$ cat src/rtl/aes_cbc_ram.sv
module aes_cbc_ram #(
    parameter int WIDTH = 32,
    parameter int DEPTH = 64
) (
    input  logic                     clk,
    input  logic                     we,
    input  logic [$clog2(DEPTH)-1:0] waddr,
    input  logic [WIDTH-1:0]         wdata,
    input  logic [$clog2(DEPTH)-1:0] raddr,
    output logic [WIDTH-1:0]         rdata
);

    logic [WIDTH-1:0] mem [DEPTH];

    always_ff @(posedge clk)
    begin
        if (we)
        begin
            mem[waddr] <= wdata;
        end
        rdata <= mem[raddr];
    end

endmodule

$ cat config.mk
export PLATFORM = sky130hd
export DESIGN_NAME = aes_cbc_ram
export DESIGN_NICKNAME = d
export VERILOG_FILES = /design/src/rtl/aes_cbc_ram.sv
export SDC_FILE = /design/constraint.sdc
export NUM_CORES = 2
export LEC_CHECK = 0
export BUFFER_PORTS_ARGS = -buffer_cell sky130_fd_sc_hd__buf_2
export CAP_MARGIN = 25
export CORE_ASPECT_RATIO = 1.5
export CORE_UTILIZATION = 45
export CTS_BUF_LIST = sky130_fd_sc_hd__clkbuf_16
export CTS_CLUSTER_SIZE = 16
export DETAILED_ROUTE_END_ITERATION = 16
export HOLD_SLACK_MARGIN = 0.06
export SETUP_SLACK_MARGIN = 0.4
export SKIP_LAST_GASP = 1
export SLEW_MARGIN = 20
export SYNTH_ARGS = -nofsm -noshare
export SYNTH_HDL_FRONTEND = slang
export SYNTH_SLANG_ARGS = --single-unit
$ cat constraint.sdc
create_clock -name clk -period 6.6 [get_ports clk]
set_clock_uncertainty 0.1 [all_clocks]
set_input_delay 0.33 -clock clk [delete_from_list [all_inputs] [get_ports clk]]
set_output_delay 0.33 -clock clk [all_outputs]
set_load 0.01 [all_outputs]
# == After elaboration in Yosys (flattened, before gate mapping) ==
# Memory sizes are Yosys's and may differ from the RTL's. A register that Yosys moved wholly into a read port is not among the register bits.
# Cells that the tools add are included.
# totals
register_bits,0
elab_cells,3
memories,1
ramBits,2048
input_bits,46
# mem_list
memory,words,width,rd,rd_ports_with_merged_regs,wr,line_no,rtl
mem,64,32,1,1,1,13,logic [WIDTH-1:0] mem [DEPTH];
# classes
mux,2
# op_table
operator,n
2-to-1 mux 1 bit,2

# == Logic depth before layout (Yosys ltp) ==
# logic_depth
depth_word,2
depth_mapped,10
depth_no_buf,5

# == Worst setup path before layout ==
# OpenSTA, ideal clock, no wires.
# synth_path
path_kind,input port to flip-flop
start,input waddr[3]
end,"memory mem[48][0], enable pin"
setup_time_ps,461
cell_stages,4
arrival_ps,3029
n_path_buf,1
path_slack_ps,3010
path_cell_list,clkbuf_1 nor2b_1 nand4b_1 nor3_1
# synth_lines
element,line_no,rtl
start: declaration,7,"input logic [$clog2(DEPTH)-1:0] waddr,"
end: declaration,13,
# No word-level cell before the write port.

==> summary.md <==
| Metric | Value |
|---|---|
| CP Depth | `9` |
| Row count | `187` |
| Htree depth | `4` |
| Routed WL | `206 mm` |
| Port Buffers | `77` |
| Max stage delay cell, worst path | `nand2_1` |
| Pwr dens | `299 mW/mm^2` |
| Synth top area cells | `edfxtp_1, mux4_2, mux2i_1, dfxtp_1, o22ai_1` |
| CP required | `7250 ps` |
| Status | `complete, no violations` |
| Die Span Y | `514 um` |
| Worst path max stage delay | `740 ps` |
| Lkg Pwr | `27.4 nW` |
| Vias in the first global route | `37200` |
| Synthesized instance count | `3324` |
| CTS Buf Count | `181` |
| WHS | `86.3 ps` |
| CTS tree | `yes` |
| CTS Buffer Depth | `3` |
| Maximum vdd ir drop | `0.301 mV` |
| Finish-stage setup viols | `0` |
| Post-CTS setup buffer count | `0` |
| Crit. End Element | `flip-flop` |
| Routed WL per cell | `34.5 um` |
| TNS Setup | `0 ps` |
| Nets@finish | `3591` |
| Initial antenna violation count | `14` |
| Slew Viols, Final | `0` |
| Routing usage on met3 | `4.22%` |
| Synth cell count leaders | `edfxtp_1, mux4_2, nor2_1` |
| Worst Path Arrival | `3940 ps` |
| Drt first-iter violations | `3886` |
| Ys flop type | `edfxtp_1` |
| Crit Path Class | `in -> reg` |
| Worst r2r src | `mem[47][22]` |
| Period utilisation layout | `49.9%` |
| Crit path launch | `raddr[4]` |
| Grt ovf | `0` |
| Crit path max-delay family | `buffers and inverters` |
| Clock-pin slew on the worst setup and hold paths | `60 ps` |
| Element type at the critical path start | `primary input` |
| Worst hold path type | `in -> reg` |
| Max-Cap Viols | `0` |
| Reg2reg end | `rdata[22]` |
| Peak fanout along the critical path | `26` |
| Syn nets | `3370` |
| Vias/cell | `6.03` |
| Register area share after synthesis | `79.1%` |
| Synth warn | `0` |
| Pre-antenna DRT Iters | `5` |
| Total number of vias | `36000` |
| Max_slew headroom | `30.6%` |
| Layout cell share with drive strength beyond 1 | `29.1%` |
| Final-report hold violation count | `0` |
| Total GRT Usage | `23.7%` |
| Layout area overhead | `12.5%` |
| EDFF count, synth | `2048` |
| Clk_lat worst skew | `830 ps` |
| Syn_area_per_cell | `23.6 sq um` |
| Crit path to | `rdata[15]` |
| R2R Setup Slk | `4160 ps` |
| Netlist Area Pre-Place | `0.0785 sq mm` |
| Synth top area share | `78.3%` |
| Largest net degree at the start of global routing | `108` |
| RD Place Congestion | `0.808` |
| Number of I/O pins | `78` |
| Fillers | `13400` |
| Met2 usage | `41.3%` |
| Antenna-violating nets left | `0` |
| RSZ-0062 raised after global routing | `false` |
| Period minus WS final | `3290 ps` |
| Max Fclk | `0.304 GHz` |
| Area leader, netlist | `edfxtp_1` |
| Clock Sinks | `2080` |
| Synth cell types | `34` |
| Root Driver | `clkbuf_16` |
| Global-route wire length before repair | `286 mm` |
| Flip-flop and latch count after synthesis | `2080` |
| Async S/R FF share, synth | `0%` |
| Detailed placement HPWL | `113 mm` |
| Number of remaining DRC errors | `0` |
| Overall die area | `0.176 sq mm` |
| Worst-margin pin slew | `1040 ps` |
| # resized after CTS | `0` |
| Critical path, cell by cell | `dlygate4sd3_1, buf_2, buf_4, nand2_1, buf_4, o221ai_1, a21oi_1, a21oi_1, nor2_1` |
| Top Usage Layer GRT | `met2` |
| Initial Utilization | `45.3%` |
| CP Buf/Inv Count | `4` |
| Worst reg2reg path depth | `5` |
| M1 GR Usage | `29.6%` |
| Dominant cell by count in the synthesized netlist | `edfxtp_1` |
| Chip Width | `343 um` |
| Core area | `0.173 sq mm` |
## where the power goes
part	total (mW)	internal, mW	switching (mW)	leakage (nW)
clock network	10.3	5.61	4.69	2.98
registers	14.7	14.6	0.0643	18.7
logic	1.41	0.492	0.919	5.77
## cell families after synthesis
family | share of synthesized area, %
AO/OA/AOI/OAI | 1.67
multiplexers | 16.8
AND/OR/NAND/NOR | 1.27
flip-flops | 79.1
buffers and inverters | 1.13
## cells in the final DEF (no fill, tap or decap), types with 4 or more instances in the layout
cell	Yosys	routed
edfxtp_1	2048	2048
inv_6	0	8
dfxtp_1	32	32
nand2_1	26	26
a311oi_1	8	8
nand2b_1	8	8
o221ai_1	27	27
o22ai_1	84	84
a22oi_1	12	12
o32ai_1	4	4
and3_1	4	4
buf_12	0	13
a41o_1	4	4
nand3b_1	5	5
mux2i_1	93	93
a21oi_1	62	62
mux4_2	544	544
nor2b_1	15	15
bufinv_16	0	14
clkbuf_16	0	184
buf_4	25	125
nor2_1	137	75
clkinv_2	0	36
nor2_4	0	62
inv_1	0	48
buf_2	57	73
dlygate4sd3_1	0	5
nand3_1	5	5
nor3_1	7	5
clkinv_1	0	39
## repair_timing
action | CTS | global route
hold endpoints to repair | 77 | 0
hold buffers | 5 | 0
setup endpoints to repair | 0 | 0
## area by class of cell
| class | instances | area, sq um | area share, % |
|---|---|---|---|
| flip-flops and latches | 2080 | 62100 | 70.4 |
| multi-input cells | 1062 | 16000 | 18.1 |
| clock buffers | 184 | 4600 | 5.21 |
| well taps | 2268 | 2840 | 3.21 |
| repair buffers | 220 | 1670 | 1.89 |
| clock inverters | 152 | 1080 | 1.22 |
| diodes | 3 | 7.51 | 0.00850 |
## stage by stage
stage | setup slack (ps) | area (sq um) | std cells | util [%] | power, mW
floorplan | 3010 | 78500 | 3324 | - | 15.7
global placement | 2580 | 82500 | 5623 | 47.7 | 16.4
detailed placement | 2580 | 82600 | 5625 | 47.7 | 16.4
CTS | 3470 | 88300 | 5966 | 51.0 | 26.6
global route | 3300 | 88300 | 5967 | 51.0 | 27.1
finish | 3310 | 88300 | 5969 | 51.0 | 26.4
## routing by layer
metal / vias up / routed length (um) / part of all wire, %
met1: 19700 / 76500 / 37
li1: 14700 / - / -
met4: 4 / 6860 / 3.3
met5: - / 26 / 0.013
met3: 256 / 13600 / 6.6
met2: 1334 / 109000 / 53
## state kept, by name (all words and copies together), names as in the netlist
register  flops
mem        2048
rdata        32
## how the worst min path moves through the flow
stage	start	to	slack [ps]	cells after the start
2_1_floorplan	wdata[0]	mem[0][0]	330	0
3_3_place_gp	rdata[20]	rdata[20]	640	1
3_5_place_dp	rdata[20]	rdata[20]	630	1
4_1_cts	wdata[14]	mem[22][14]	60	2
5_1_grt	wdata[7]	mem[16][7]	110	2
6_report	wdata[14]	mem[22][14]	90	2
## worst reg2reg max path: stages, from the launching register on
cell and delay [ps]:
edfxtp_1 350, mux4_2 480, mux2i_1 400, a21oi_1 280
a21oi_1 630, nor2_1 90
Power figures use the tool's default switching activity.
