$ cat src/rtl/aes_cbc_pkg.sv
package aes_cbc_pkg;

    localparam int RK_WORDS = 60;
    localparam int RK_AW    = 6;
    localparam int RND_W    = 4;

    localparam logic [2:0] REG_KEY_LEN = 3'd0;
    localparam logic [2:0] REG_KEY_W0  = 3'd1;
    localparam logic [2:0] REG_KEY_W1  = 3'd2;
    localparam logic [2:0] REG_KEY_W2  = 3'd3;
    localparam logic [2:0] REG_KEY_W3  = 3'd4;
    localparam logic [2:0] REG_IV_HI   = 3'd5;
    localparam logic [2:0] REG_IV_LO   = 3'd6;

    localparam logic [7:0] SBOX [256] = '{
        8'h63,8'h7c,8'h77,8'h7b,8'hf2,8'h6b,8'h6f,8'hc5,8'h30,8'h01,8'h67,8'h2b,8'hfe,8'hd7,8'hab,8'h76,
        8'hca,8'h82,8'hc9,8'h7d,8'hfa,8'h59,8'h47,8'hf0,8'had,8'hd4,8'ha2,8'haf,8'h9c,8'ha4,8'h72,8'hc0,
        8'hb7,8'hfd,8'h93,8'h26,8'h36,8'h3f,8'hf7,8'hcc,8'h34,8'ha5,8'he5,8'hf1,8'h71,8'hd8,8'h31,8'h15,
        8'h04,8'hc7,8'h23,8'hc3,8'h18,8'h96,8'h05,8'h9a,8'h07,8'h12,8'h80,8'he2,8'heb,8'h27,8'hb2,8'h75,
        8'h09,8'h83,8'h2c,8'h1a,8'h1b,8'h6e,8'h5a,8'ha0,8'h52,8'h3b,8'hd6,8'hb3,8'h29,8'he3,8'h2f,8'h84,
        8'h53,8'hd1,8'h00,8'hed,8'h20,8'hfc,8'hb1,8'h5b,8'h6a,8'hcb,8'hbe,8'h39,8'h4a,8'h4c,8'h58,8'hcf,
        8'hd0,8'hef,8'haa,8'hfb,8'h43,8'h4d,8'h33,8'h85,8'h45,8'hf9,8'h02,8'h7f,8'h50,8'h3c,8'h9f,8'ha8,
        8'h51,8'ha3,8'h40,8'h8f,8'h92,8'h9d,8'h38,8'hf5,8'hbc,8'hb6,8'hda,8'h21,8'h10,8'hff,8'hf3,8'hd2,
        8'hcd,8'h0c,8'h13,8'hec,8'h5f,8'h97,8'h44,8'h17,8'hc4,8'ha7,8'h7e,8'h3d,8'h64,8'h5d,8'h19,8'h73,
        8'h60,8'h81,8'h4f,8'hdc,8'h22,8'h2a,8'h90,8'h88,8'h46,8'hee,8'hb8,8'h14,8'hde,8'h5e,8'h0b,8'hdb,
        8'he0,8'h32,8'h3a,8'h0a,8'h49,8'h06,8'h24,8'h5c,8'hc2,8'hd3,8'hac,8'h62,8'h91,8'h95,8'he4,8'h79,
        8'he7,8'hc8,8'h37,8'h6d,8'h8d,8'hd5,8'h4e,8'ha9,8'h6c,8'h56,8'hf4,8'hea,8'h65,8'h7a,8'hae,8'h08,
        8'hba,8'h78,8'h25,8'h2e,8'h1c,8'ha6,8'hb4,8'hc6,8'he8,8'hdd,8'h74,8'h1f,8'h4b,8'hbd,8'h8b,8'h8a,
        8'h70,8'h3e,8'hb5,8'h66,8'h48,8'h03,8'hf6,8'h0e,8'h61,8'h35,8'h57,8'hb9,8'h86,8'hc1,8'h1d,8'h9e,
        8'he1,8'hf8,8'h98,8'h11,8'h69,8'hd9,8'h8e,8'h94,8'h9b,8'h1e,8'h87,8'he9,8'hce,8'h55,8'h28,8'hdf,
        8'h8c,8'ha1,8'h89,8'h0d,8'hbf,8'he6,8'h42,8'h68,8'h41,8'h99,8'h2d,8'h0f,8'hb0,8'h54,8'hbb,8'h16
    };

    localparam logic [7:0] INV_SBOX [256] = '{
        8'h52,8'h09,8'h6a,8'hd5,8'h30,8'h36,8'ha5,8'h38,8'hbf,8'h40,8'ha3,8'h9e,8'h81,8'hf3,8'hd7,8'hfb,
        8'h7c,8'he3,8'h39,8'h82,8'h9b,8'h2f,8'hff,8'h87,8'h34,8'h8e,8'h43,8'h44,8'hc4,8'hde,8'he9,8'hcb,
        8'h54,8'h7b,8'h94,8'h32,8'ha6,8'hc2,8'h23,8'h3d,8'hee,8'h4c,8'h95,8'h0b,8'h42,8'hfa,8'hc3,8'h4e,
        8'h08,8'h2e,8'ha1,8'h66,8'h28,8'hd9,8'h24,8'hb2,8'h76,8'h5b,8'ha2,8'h49,8'h6d,8'h8b,8'hd1,8'h25,
        8'h72,8'hf8,8'hf6,8'h64,8'h86,8'h68,8'h98,8'h16,8'hd4,8'ha4,8'h5c,8'hcc,8'h5d,8'h65,8'hb6,8'h92,
        8'h6c,8'h70,8'h48,8'h50,8'hfd,8'hed,8'hb9,8'hda,8'h5e,8'h15,8'h46,8'h57,8'ha7,8'h8d,8'h9d,8'h84,
        8'h90,8'hd8,8'hab,8'h00,8'h8c,8'hbc,8'hd3,8'h0a,8'hf7,8'he4,8'h58,8'h05,8'hb8,8'hb3,8'h45,8'h06,
        8'hd0,8'h2c,8'h1e,8'h8f,8'hca,8'h3f,8'h0f,8'h02,8'hc1,8'haf,8'hbd,8'h03,8'h01,8'h13,8'h8a,8'h6b,
        8'h3a,8'h91,8'h11,8'h41,8'h4f,8'h67,8'hdc,8'hea,8'h97,8'hf2,8'hcf,8'hce,8'hf0,8'hb4,8'he6,8'h73,
        8'h96,8'hac,8'h74,8'h22,8'he7,8'had,8'h35,8'h85,8'he2,8'hf9,8'h37,8'he8,8'h1c,8'h75,8'hdf,8'h6e,
        8'h47,8'hf1,8'h1a,8'h71,8'h1d,8'h29,8'hc5,8'h89,8'h6f,8'hb7,8'h62,8'h0e,8'haa,8'h18,8'hbe,8'h1b,
        8'hfc,8'h56,8'h3e,8'h4b,8'hc6,8'hd2,8'h79,8'h20,8'h9a,8'hdb,8'hc0,8'hfe,8'h78,8'hcd,8'h5a,8'hf4,
        8'h1f,8'hdd,8'ha8,8'h33,8'h88,8'h07,8'hc7,8'h31,8'hb1,8'h12,8'h10,8'h59,8'h27,8'h80,8'hec,8'h5f,
        8'h60,8'h51,8'h7f,8'ha9,8'h19,8'hb5,8'h4a,8'h0d,8'h2d,8'he5,8'h7a,8'h9f,8'h93,8'hc9,8'h9c,8'hef,
        8'ha0,8'he0,8'h3b,8'h4d,8'hae,8'h2a,8'hf5,8'hb0,8'hc8,8'heb,8'hbb,8'h3c,8'h83,8'h53,8'h99,8'h61,
        8'h17,8'h2b,8'h04,8'h7e,8'hba,8'h77,8'hd6,8'h26,8'he1,8'h69,8'h14,8'h63,8'h55,8'h21,8'h0c,8'h7d
    };

    localparam logic [7:0] RCON [11] = '{
        8'h00,8'h01,8'h02,8'h04,8'h08,8'h10,8'h20,8'h40,8'h80,8'h1b,8'h36
    };

    function automatic logic [31:0] sub_word(input logic [31:0] w);
        sub_word = {SBOX[w[31:24]], SBOX[w[23:16]], SBOX[w[15:8]], SBOX[w[7:0]]};
    endfunction

    function automatic logic [7:0] xt(input logic [7:0] b);
        xt = {b[6:0], 1'b0} ^ (b[7] ? 8'h1b : 8'h00);
    endfunction

    // Bytes of the state: byte 0 in bits [127:120], byte r + 4c is row r, column c.
    function automatic logic [127:0] sub_shift(input logic [127:0] s);
        logic [127:0] o;
        int src;
        o = '0;
        for (int r = 0; r < 4; r++) begin
            for (int c = 0; c < 4; c++) begin
                src = r + 4 * ((c + r) % 4);
                o[127 - 8 * (r + 4 * c) -: 8] = SBOX[s[127 - 8 * src -: 8]];
            end
        end
        sub_shift = o;
    endfunction

    function automatic logic [127:0] inv_sub_shift(input logic [127:0] s);
        logic [127:0] o;
        int src;
        o = '0;
        for (int r = 0; r < 4; r++) begin
            for (int c = 0; c < 4; c++) begin
                src = r + 4 * ((c + 4 - r) % 4);
                o[127 - 8 * (r + 4 * c) -: 8] = INV_SBOX[s[127 - 8 * src -: 8]];
            end
        end
        inv_sub_shift = o;
    endfunction

    function automatic logic [127:0] mix_cols(input logic [127:0] s);
        logic [127:0] o;
        logic [7:0] a0, a1, a2, a3;
        o = '0;
        for (int c = 0; c < 4; c++) begin
            a0 = s[127 - 32 * c -: 8];
            a1 = s[119 - 32 * c -: 8];
            a2 = s[111 - 32 * c -: 8];
            a3 = s[103 - 32 * c -: 8];
            o[127 - 32 * c -: 8] = xt(a0) ^ xt(a1) ^ a1 ^ a2 ^ a3;
            o[119 - 32 * c -: 8] = a0 ^ xt(a1) ^ xt(a2) ^ a2 ^ a3;
            o[111 - 32 * c -: 8] = a0 ^ a1 ^ xt(a2) ^ xt(a3) ^ a3;
            o[103 - 32 * c -: 8] = xt(a0) ^ a0 ^ a1 ^ a2 ^ xt(a3);
        end
        mix_cols = o;
    endfunction

    // Inverse mix as a pre-step (x4 correction) followed by the forward mix.
    function automatic logic [127:0] inv_mix_cols(input logic [127:0] s);
        logic [127:0] p;
        logic [7:0] u, v;
        p = s;
        for (int c = 0; c < 4; c++) begin
            u = xt(xt(s[127 - 32 * c -: 8] ^ s[111 - 32 * c -: 8]));
            v = xt(xt(s[119 - 32 * c -: 8] ^ s[103 - 32 * c -: 8]));
            p[127 - 32 * c -: 8] = s[127 - 32 * c -: 8] ^ u;
            p[119 - 32 * c -: 8] = s[119 - 32 * c -: 8] ^ v;
            p[111 - 32 * c -: 8] = s[111 - 32 * c -: 8] ^ u;
            p[103 - 32 * c -: 8] = s[103 - 32 * c -: 8] ^ v;
        end
        inv_mix_cols = mix_cols(p);
    endfunction

    typedef struct packed {
        logic             start;
        logic [1:0]       key_len;
        logic [255:0]     key;
    } kexp_req_t;

    typedef struct packed {
        logic             busy;
        logic [RND_W-1:0] rounds;
    } kexp_stat_t;

endpackage

$ cat src/rtl/aes_cbc_kexp.sv
module aes_cbc_kexp
    import aes_cbc_pkg::*;
(
    input  logic              clk,
    input  logic              rst_n,
    input  kexp_req_t         req,
    output kexp_stat_t        stat,
    output logic              we,
    output logic [RK_AW-1:0]  waddr,
    output logic [31:0]       wdata
);

    // Keep a sliding window of the last eight words; one word per cycle.
    logic [31:0]      win_reg [8];
    logic [31:0]      win_next [8];
    logic [RK_AW-1:0] idx_reg, idx_next;
    logic [RK_AW-1:0] total_reg, total_next;
    logic [3:0]       nk_reg, nk_next;
    logic [2:0]       pos_reg, pos_next;
    logic [3:0]       rci_reg, rci_next;
    logic             busy_reg, busy_next;
    logic [RND_W-1:0] rounds_reg, rounds_next;
    logic [31:0]      t, nw, prev, back;
    logic [1:0]       kl;

    assign kl = (req.key_len == 2'd3) ? 2'd2 : req.key_len;

    always_comb
    begin
        prev = win_reg[0];
        back = win_reg[nk_reg[2:0] - 3'd1];
        t = prev;
        if (pos_reg == 3'd0)
        begin
            t = sub_word({prev[23:0], prev[31:24]}) ^ {RCON[rci_reg], 24'd0};
        end
        else if (nk_reg == 4'd8 && pos_reg == 3'd4)
        begin
            t = sub_word(prev);
        end
        nw = back ^ t;
    end

    always_comb
    begin
        win_next    = win_reg;
        idx_next    = idx_reg;
        total_next  = total_reg;
        nk_next     = nk_reg;
        pos_next    = pos_reg;
        rci_next    = rci_reg;
        busy_next   = busy_reg;
        rounds_next = rounds_reg;
        we          = 1'b0;
        waddr       = idx_reg;
        wdata       = nw;
        if (req.start)
        begin
            // Load the key words; they are written out first by the walk below.
            for (int i = 0; i < 8; i++)
            begin
                win_next[i] = req.key[32 * i +: 32];
            end
            nk_next     = 4'd4 + {1'b0, kl, 1'b0};
            rounds_next = 4'd10 + {1'b0, kl, 1'b0};
            total_next  = RK_AW'(6'd44 + {2'd0, kl, 3'd0});
            idx_next    = '0;
            pos_next    = '0;
            rci_next    = 4'd1;
            busy_next   = 1'b1;
        end
        else if (busy_reg)
        begin
            we = 1'b1;
            if (idx_reg < RK_AW'(nk_reg))
            begin
                wdata = win_reg[idx_reg[2:0]];
            end
            else
            begin
                for (int i = 7; i > 0; i--)
                begin
                    win_next[i] = win_reg[i - 1];
                end
                win_next[0] = nw;
                pos_next = (pos_reg == nk_reg[2:0] - 3'd1) ? 3'd0 : pos_reg + 3'd1;
                if (pos_reg == 3'd0)
                begin
                    rci_next = rci_reg + 4'd1;
                end
            end
            if (idx_reg == RK_AW'(nk_reg) - RK_AW'(1))
            begin
                // Reverse the key so that word nk-1 sits at slot 0.
                for (int i = 0; i < 8; i++)
                begin
                    win_next[i] = (i < 8) ? win_reg[(nk_reg[2:0] - 3'd1 - 3'(i)) & 3'd7] : 32'd0;
                end
                if (nk_reg == 4'd8)
                begin
                    for (int i = 0; i < 8; i++)
                    begin
                        win_next[i] = win_reg[7 - i];
                    end
                end
                pos_next = 3'd0;
            end
            idx_next = idx_reg + RK_AW'(1);
            if (idx_reg == total_reg - RK_AW'(1))
            begin
                busy_next = 1'b0;
            end
        end
    end

    always_ff @(posedge clk or negedge rst_n)
    begin
        if (!rst_n)
        begin
            busy_reg   <= 1'b0;
            rounds_reg <= 4'd10;
            idx_reg    <= '0;
            total_reg  <= '0;
            nk_reg     <= 4'd4;
            pos_reg    <= '0;
            rci_reg    <= 4'd1;
        end
        else
        begin
            busy_reg   <= busy_next;
            rounds_reg <= rounds_next;
            idx_reg    <= idx_next;
            total_reg  <= total_next;
            nk_reg     <= nk_next;
            pos_reg    <= pos_next;
            rci_reg    <= rci_next;
        end
    end

    always_ff @(posedge clk)
    begin
        win_reg <= win_next;
    end

    assign stat.busy   = busy_reg;
    assign stat.rounds = rounds_reg;

endmodule

$ cat config.mk
export PLATFORM = sky130hd
export DESIGN_NAME = aes_cbc_kexp
export DESIGN_NICKNAME = d
export VERILOG_FILES = /design/src/rtl/aes_cbc_pkg.sv /design/src/rtl/aes_cbc_kexp.sv
export SDC_FILE = /design/constraint.sdc
export NUM_CORES = 2
export LEC_CHECK = 0
export ABC_CLOCK_PERIOD_IN_PS = 11300
export BUFFER_PORTS_ARGS = -buffer_cell sky130_fd_sc_hd__buf_2
export CAP_MARGIN = 20
export CORE_ASPECT_RATIO = 1.2
export CORE_MARGIN = 8
export CORE_UTILIZATION = 63
export CTS_CLUSTER_SIZE = 12
export DETAILED_ROUTE_END_ITERATION = 6
export GPL_TIMING_DRIVEN = 1
export PLACE_DENSITY = 0.82
export REMOVE_ABC_BUFFERS = 1
export SYNTH_ARGS = -nofsm -noshare
export SYNTH_HDL_FRONTEND = slang
export SYNTH_SLANG_ARGS = --single-unit
$ cat constraint.sdc
create_clock -name clk -period 11.3 [get_ports clk]
set_clock_uncertainty 0.15 [all_clocks]
set_input_delay 2.26 -clock clk [delete_from_list [all_inputs] [get_ports clk]]
set_output_delay 2.26 -clock clk [all_outputs]
set_load 0.02 [all_outputs]
; Yosys cells after proc, flatten, opt, wreduce, memory -nomap -nowiden
; Memories as Yosys holds them, arrays and structs flattened.
; Cells that the tools add are included.
[op_classes]
n_addsub = 16
n_lt_le_gt_ge = 15
eq_ne = 8
mux = 64
n_bitwise = 16
reduce_logical = 6
[op_table]
columns = operator, count
row1 = two-way mux 256 bit, 5
row2 = binary-select mux 32 bit (select 3 bit), 9
row3 = two-way mux 32 bit, 23
row4 = two-way mux 8 bit, 10
row5 = XOR 32 bit, 2
row6 = ">= comparator 4 bit, second input constant", 9
row7 = ">= comparator 9 bit, second input constant", 4
row8 = NOT 3 -> 4 bit, 9
row9 = NOT 8 -> 9 bit, 4
row10 = two-way mux 4 bit, 4
row11 = two-way mux 3 bit, 5
row12 = equality test 6 bit, 2
row13 = two-way mux 6 bit, 2
row14 = "subtractor 3 bit, second input constant", 4
row15 = "adder 6 x 1 -> 6 bit, second input constant", 1
row16 = "adder 6 x 5 -> 6 bit, first input constant", 1
row17 = < comparator 6 x 4 -> 1 bit, 1
row18 = "subtractor 3 x 1 -> 3 bit, second input constant", 2
row19 = "subtractor 3 x 2 -> 3 bit, second input constant", 2
row20 = "subtractor 6 x 1 -> 6 bit, second input constant", 1
row21 = ">= comparator 5 bit, second input constant", 1
row22 = two-way mux 1 bit, 5
row23 = NOT 4 -> 5 bit, 1
row24 = "subtractor 4 x 1 -> 5 bit, second input constant", 1
row25 = 16 further kinds, 17
[totals]
ff_bits = 284
rom_bits = 8320
in_bits = 261
out_inout_bits = 44
wordCells = 145
memories = 5
[mem_list]
columns = name, depth, word_bits, read_ports, rd_clocked_by_memory_dff, write_ports, line_no
row1 = (name not given), 256, 8, 1, 0, 0, aes_cbc_pkg.sv:58  ; sub_word = {SBOX[w[31:24]], SBOX[w[23:16]], SBOX[w[15:8]], SBOX[w[7:0]]};
row2 = (name not given), 256, 8, 1, 0, 0, aes_cbc_pkg.sv:58
row3 = (name not given), 256, 8, 1, 0, 0, aes_cbc_pkg.sv:58
row4 = (name not given), 256, 8, 1, 0, 0, aes_cbc_pkg.sv:58
row5 = (name not given), 16, 8, 1, 0, 0, aes_cbc_kexp.sv:35  ; t = sub_word({prev[23:0], prev[31:24]}) ^ {RCON[rci_reg], 24'd0};

; Longest topological paths before layout
[logic_depth]
word_depth = 11
depth_mapped = 15

; Least setup slack after synthesis
; OpenSTA, ideal clock, no wires.
[synth_path]
kind = input to register
from = input port req[258] (netlist bit)
to = register win_reg, in the netlist prev[0], enable pin
setup_time_ns = 0.607
arrival_time_ns = 8.247
setup_slack_ns = 2.296
path_stages = 6
path_buffers = 3
cell_sequence = clkbuf_1 > clkbuf_1 > inv_2 > clkbuf_1 > and2_1 > inv_1
[synth_via]
elab_chain_len = 2
word_cells_on_any_way = 3
[synth_rtl]
columns = item, line_no
row1 = start: declaration, aes_cbc_kexp.sv:6  ; input kexp_req_t req,
row2 = != test 3 x 2 -> 1 bit (no source line) or nonzero test 2 bit (tied branches), --
row3 = AND reduction 2 bit (no source line) (*), --
row4 = end signal: assignment, aes_cbc_kexp.sv:142  ; win_reg <= win_next;
row5 = end: declaration, aes_cbc_kexp.sv:14  ; logic [31:0] win_reg [8];
; Every way passes the cells marked *; elsewhere a longest branch is shown, timed or not.
; A chain may end at the register's enable or synchronous reset.

; Final worst setup path
[layout_path]
from = register win_reg, in the netlist prev[1]
to = output port wdata[7]
[layout_via]
elab_chain_len = 10
[layout_rtl]
columns = item, line_no
row1 = NOT 8 -> 9 bit (not written as such) (*), aes_cbc_pkg.sv:58
row2 = memory read (256 x 8 bit) (*), --
row3 = two-way mux 8 bit (not written as such) (*) (2 in a row), aes_cbc_pkg.sv:58
row4 = two-way mux 32 bit (*), aes_cbc_kexp.sv:37  ; else if (nk_reg == 4'd8 && pos_reg == 3'd4)
row5 = two-way mux 32 bit (*), aes_cbc_kexp.sv:33  ; if (pos_reg == 3'd0)
row6 = XOR 32 bit (*), aes_cbc_kexp.sv:41  ; nw = back ^ t;
row7 = two-way mux 32 bit, aes_cbc_kexp.sv:75  ; if (idx_reg < RK_AW'(nk_reg))
row8 = two-way mux 32 bit, aes_cbc_kexp.sv:72  ; else if (busy_reg)
row9 = two-way mux 32 bit (*), aes_cbc_kexp.sv:57  ; if (req.start)
row10 = end: declaration, aes_cbc_kexp.sv:10  ; output logic [31:0] wdata
; Every way passes the cells marked *; elsewhere a longest branch is shown, timed or not. The select of a mux whose other input is x is not followed.

==> metrics.cfg <==
[grt]
grt_pass1_vias=41360
grt_max_degree=207
grt_pass1_wl_mm=246.5
antenna_found_initial=3
gr-total-overflow=0
grtUsageTotal_pct=43.32

[cts]
path_clk_slew_ps=60
cts_resized=0
tritoncts=built
cts_setup_buffers=0
clock_path_buffers=3
cts_made_buffers=34
cts_hold_buf=0
worstSkewPairLatency_ps=570
clock-root-buffer=clkbuf_16
htreeDepth=2
clock-sinks=279

[timing]
fin_crit_sh_pct=69.49
worst_pin_slew_ps=1365
min_period_ps=7852
slew-limit-headroom_pct=9.033
setup_viol=0
max_freq_mhz=127.4
slew_viol_final=0
rsz0062_at_grt=false
hold_viol=0

[synthesis]
synth_top_family_by_area=compound AO/OA/AOI/OAI gates
syn_avg_cell_area_sq_um=7.705
synth-xor-area-share_pct=0.8226
muxShareOfSynthArea_pct=18.12
synth_async_sr_flop_share_pct=8.244
synth_cell_types=92
syn_area_sq_mm=0.03940
synthCells=5113
synth_ff_type=edfxtp_1
synth-simple-area-share_pct=21.00
yosysWarnings=0
synth-seq-cells=279
synth_compound_area_share_pct=29.83
synth-edff-count=256
synth-seq-area-share_pct=20.99
yosys.area_share.adder_pct=2.382

[power_and_ir_drop]
swShare_pct=55.26
power.share.clock_pct=10.1
power_density_mw_per_mm2=260.5
seqPwrFrac_pct=15.7
comb_power_share_pct=74.2
vdd_drop_max_v=0.0001553
p_leak_nw=14.70
p_int_mw=4.826
p_sw_mw=5.960

[final_layout]
fin_cells=5782
largest_reg_flops=224
drive_above_1_share_pct=16.64
fin_nets=5282
area_growth_syn_to_layout_pct=5.107
fillers=5170
final_util_pct=66.86

[die]
die_h_um=289.9
core-area_sq_mm=0.06193
die_x_um=244.3
row_count=100
start_util_pct=63.61
dieArea_sq_mm=0.07083
ios=305

[job]
drv_cap=0

[drt]
drt_first_pass_iters=7
drt_first_iter_violations=8247
vias=44630
vias_per_cell=7.718
wl_per_cell_um=28.15
drtAntennaViolNets=0
finalWirelength_mm=162.8
drc=5

[place]
dp_hpwl_mm=107.2
place.gp.congestion=1.083
numPortBuffers=303
dp_cells=5726

[setup_path]
worstPathRequired_ps=8890
arrival_ps=5440
crit_fanout=42
worstSetupEndpointType=output port
start_kind=flop
path_class=reg -> out

[hold_path]
hold_path_class=reg -> reg

[run_status]
status=complete, but fails checks
violations=design-rule violations

## synthesized netlist by cell type (43+ instances only)
library cell,count,area [sq um]
o211ai_1,80,600.6
nand2_1,656,2462
buf_2,90,450.4
o21a_1,55,412.9
inv_1,60,225.2
nor2_1,482,1809
a211oi_1,73,548.0
o21ai_0,420,2102
a221oi_1,86,753.2
a21oi_1,518,2592
o311ai_0,43,376.6
a311oi_1,121,1060
nor2b_1,112,700.7
nand3_1,118,590.6
clkbuf_1,429,1610
mux2i_1,146,1461
nand2b_1,101,631.9
mux2_2,115,1295
ha_1,75,938.4
mux4_2,194,4369
a31oi_1,49,306.5
edfxtp_1,256,7687
buf_1,57,214.0
nor3_1,119,595.6
## layout make-up
type | instances | area (sq um) | share of cell area [%]
diodes | 1 | 2.502 | 0.006043
clock buffers | 47 | 983.4 | 2.375
well taps | 816 | 1021 | 2.466
clock inverters | 8 | 42.54 | 0.1027
flip-flops and latches | 279 | 8280 | 20.00
multi-input cells | 4169 | 28520 | 68.87
repair buffers | 393 | 2290 | 5.530
inverters | 69 | 270.3 | 0.6527
## worst max-delay path: stages, from the launching register on
cell and delay (ps):
edfxtp_1 320, buf_4 390, inv_1 360, ha_1 690
nand2b_1 300, a21oi_1 440, nand3b_1 210, a311oi_1 120
o32ai_1 990, o221a_2 500, xor2_1 100, a21oi_1 230
buf_2 210
## placed cells by master (no fill, tap or decap), types with 16 or more instances in the layout
master / count
a211o_1: 23
a211oi_1: 73
a21o_1: 21
a21oi_1: 518
a221oi_1: 86
a22oi_1: 30
a311oi_1: 121
a31oi_1: 49
and2_1: 31
and3_1: 19
buf_2: 302
buf_4: 83
clkbuf_16: 37
edfxtp_1: 256
ha_1: 73
inv_1: 58
mux2_2: 115
mux2i_1: 146
mux4_2: 194
nand2_1: 656
nand2b_1: 99
nand3_1: 117
nand4_1: 30
nor2_1: 480
nor2b_1: 110
nor3_1: 119
o211ai_1: 80
o21a_1: 54
o21ai_0: 420
o221ai_1: 25
o22ai_1: 18
o311a_1: 17
o311ai_0: 43
o31ai_1: 26
o32ai_1: 21
or2_2: 25
or3_1: 29
xnor2_1: 16
xor2_1: 21
## power groups by stage
stage / Combinational [mW] / Clock [mW] / Sequential (mW)
final: 8.00 / 1.09 / 1.69
after floorplan: 4.86 / 0 / 2.13
after detailed placement: 7.54 / 0 / 1.69
after global placement: 7.57 / 0 / 1.68
after global routing: 8.36 / 1.12 / 1.71
after CTS: 7.58 / 1.09 / 1.67
## routing by layer
metal	global-route usage (%)	share of wire, %	vias to the layer above
met5	0	0.014	-
met4	25.86	7.1	4
met3	11.73	14	868
met2	65.88	44	3970
met1	54.67	35	20700
li1	-	-	19090
## final timing paths
path | start | slack [ps] | cells after the start | to
min in group asynchronous | rst_n | 1580 | 1 | rounds_reg[2]
max | prev[1] | 3450 | 12 | wdata[7]
min reg2reg | total_reg[5] | 350 | 1 | total_reg[5]
min | total_reg[5] | 350 | 1 | total_reg[5]
max in group asynchronous | rst_n | 8910 | 1 | nk_reg[1]
max reg2reg | nk_reg[1] | 4290 | 10 | win_reg[198]
## cells by family (layout without fill, tap and decap cells)
logic type / Yosys count / count (layout)
mux: 456 / 456
xor+xnor: 37 / 37
simple gates: 1807 / 1807
fa+ha+maj: 75 / 75
compound gates: 1793 / 1793
other cells: 1 / 2
flops: 279 / 279
buf+inv: 665 / 517
## through the flow
stage | TNS, ps | area [sq um] | total power, mW | setup WS, ps | hold WS (ps)
after global placement | 0 | 40380 | 9.248 | 4330 | 326.2
after CTS | 0 | 41410 | 10.34 | 3724 | 352.7
after floorplan | -7856740 | 36960 | 6.992 | -21690 | 307.4
final | 0 | 41410 | 10.79 | 3448 | 351.1
after detailed placement | 0 | 40380 | 9.232 | 4300 | 336.0
after global routing | 0 | 41410 | 11.19 | 3393 | 369.0
Note: power is estimated with default switching activity, not from simulation.
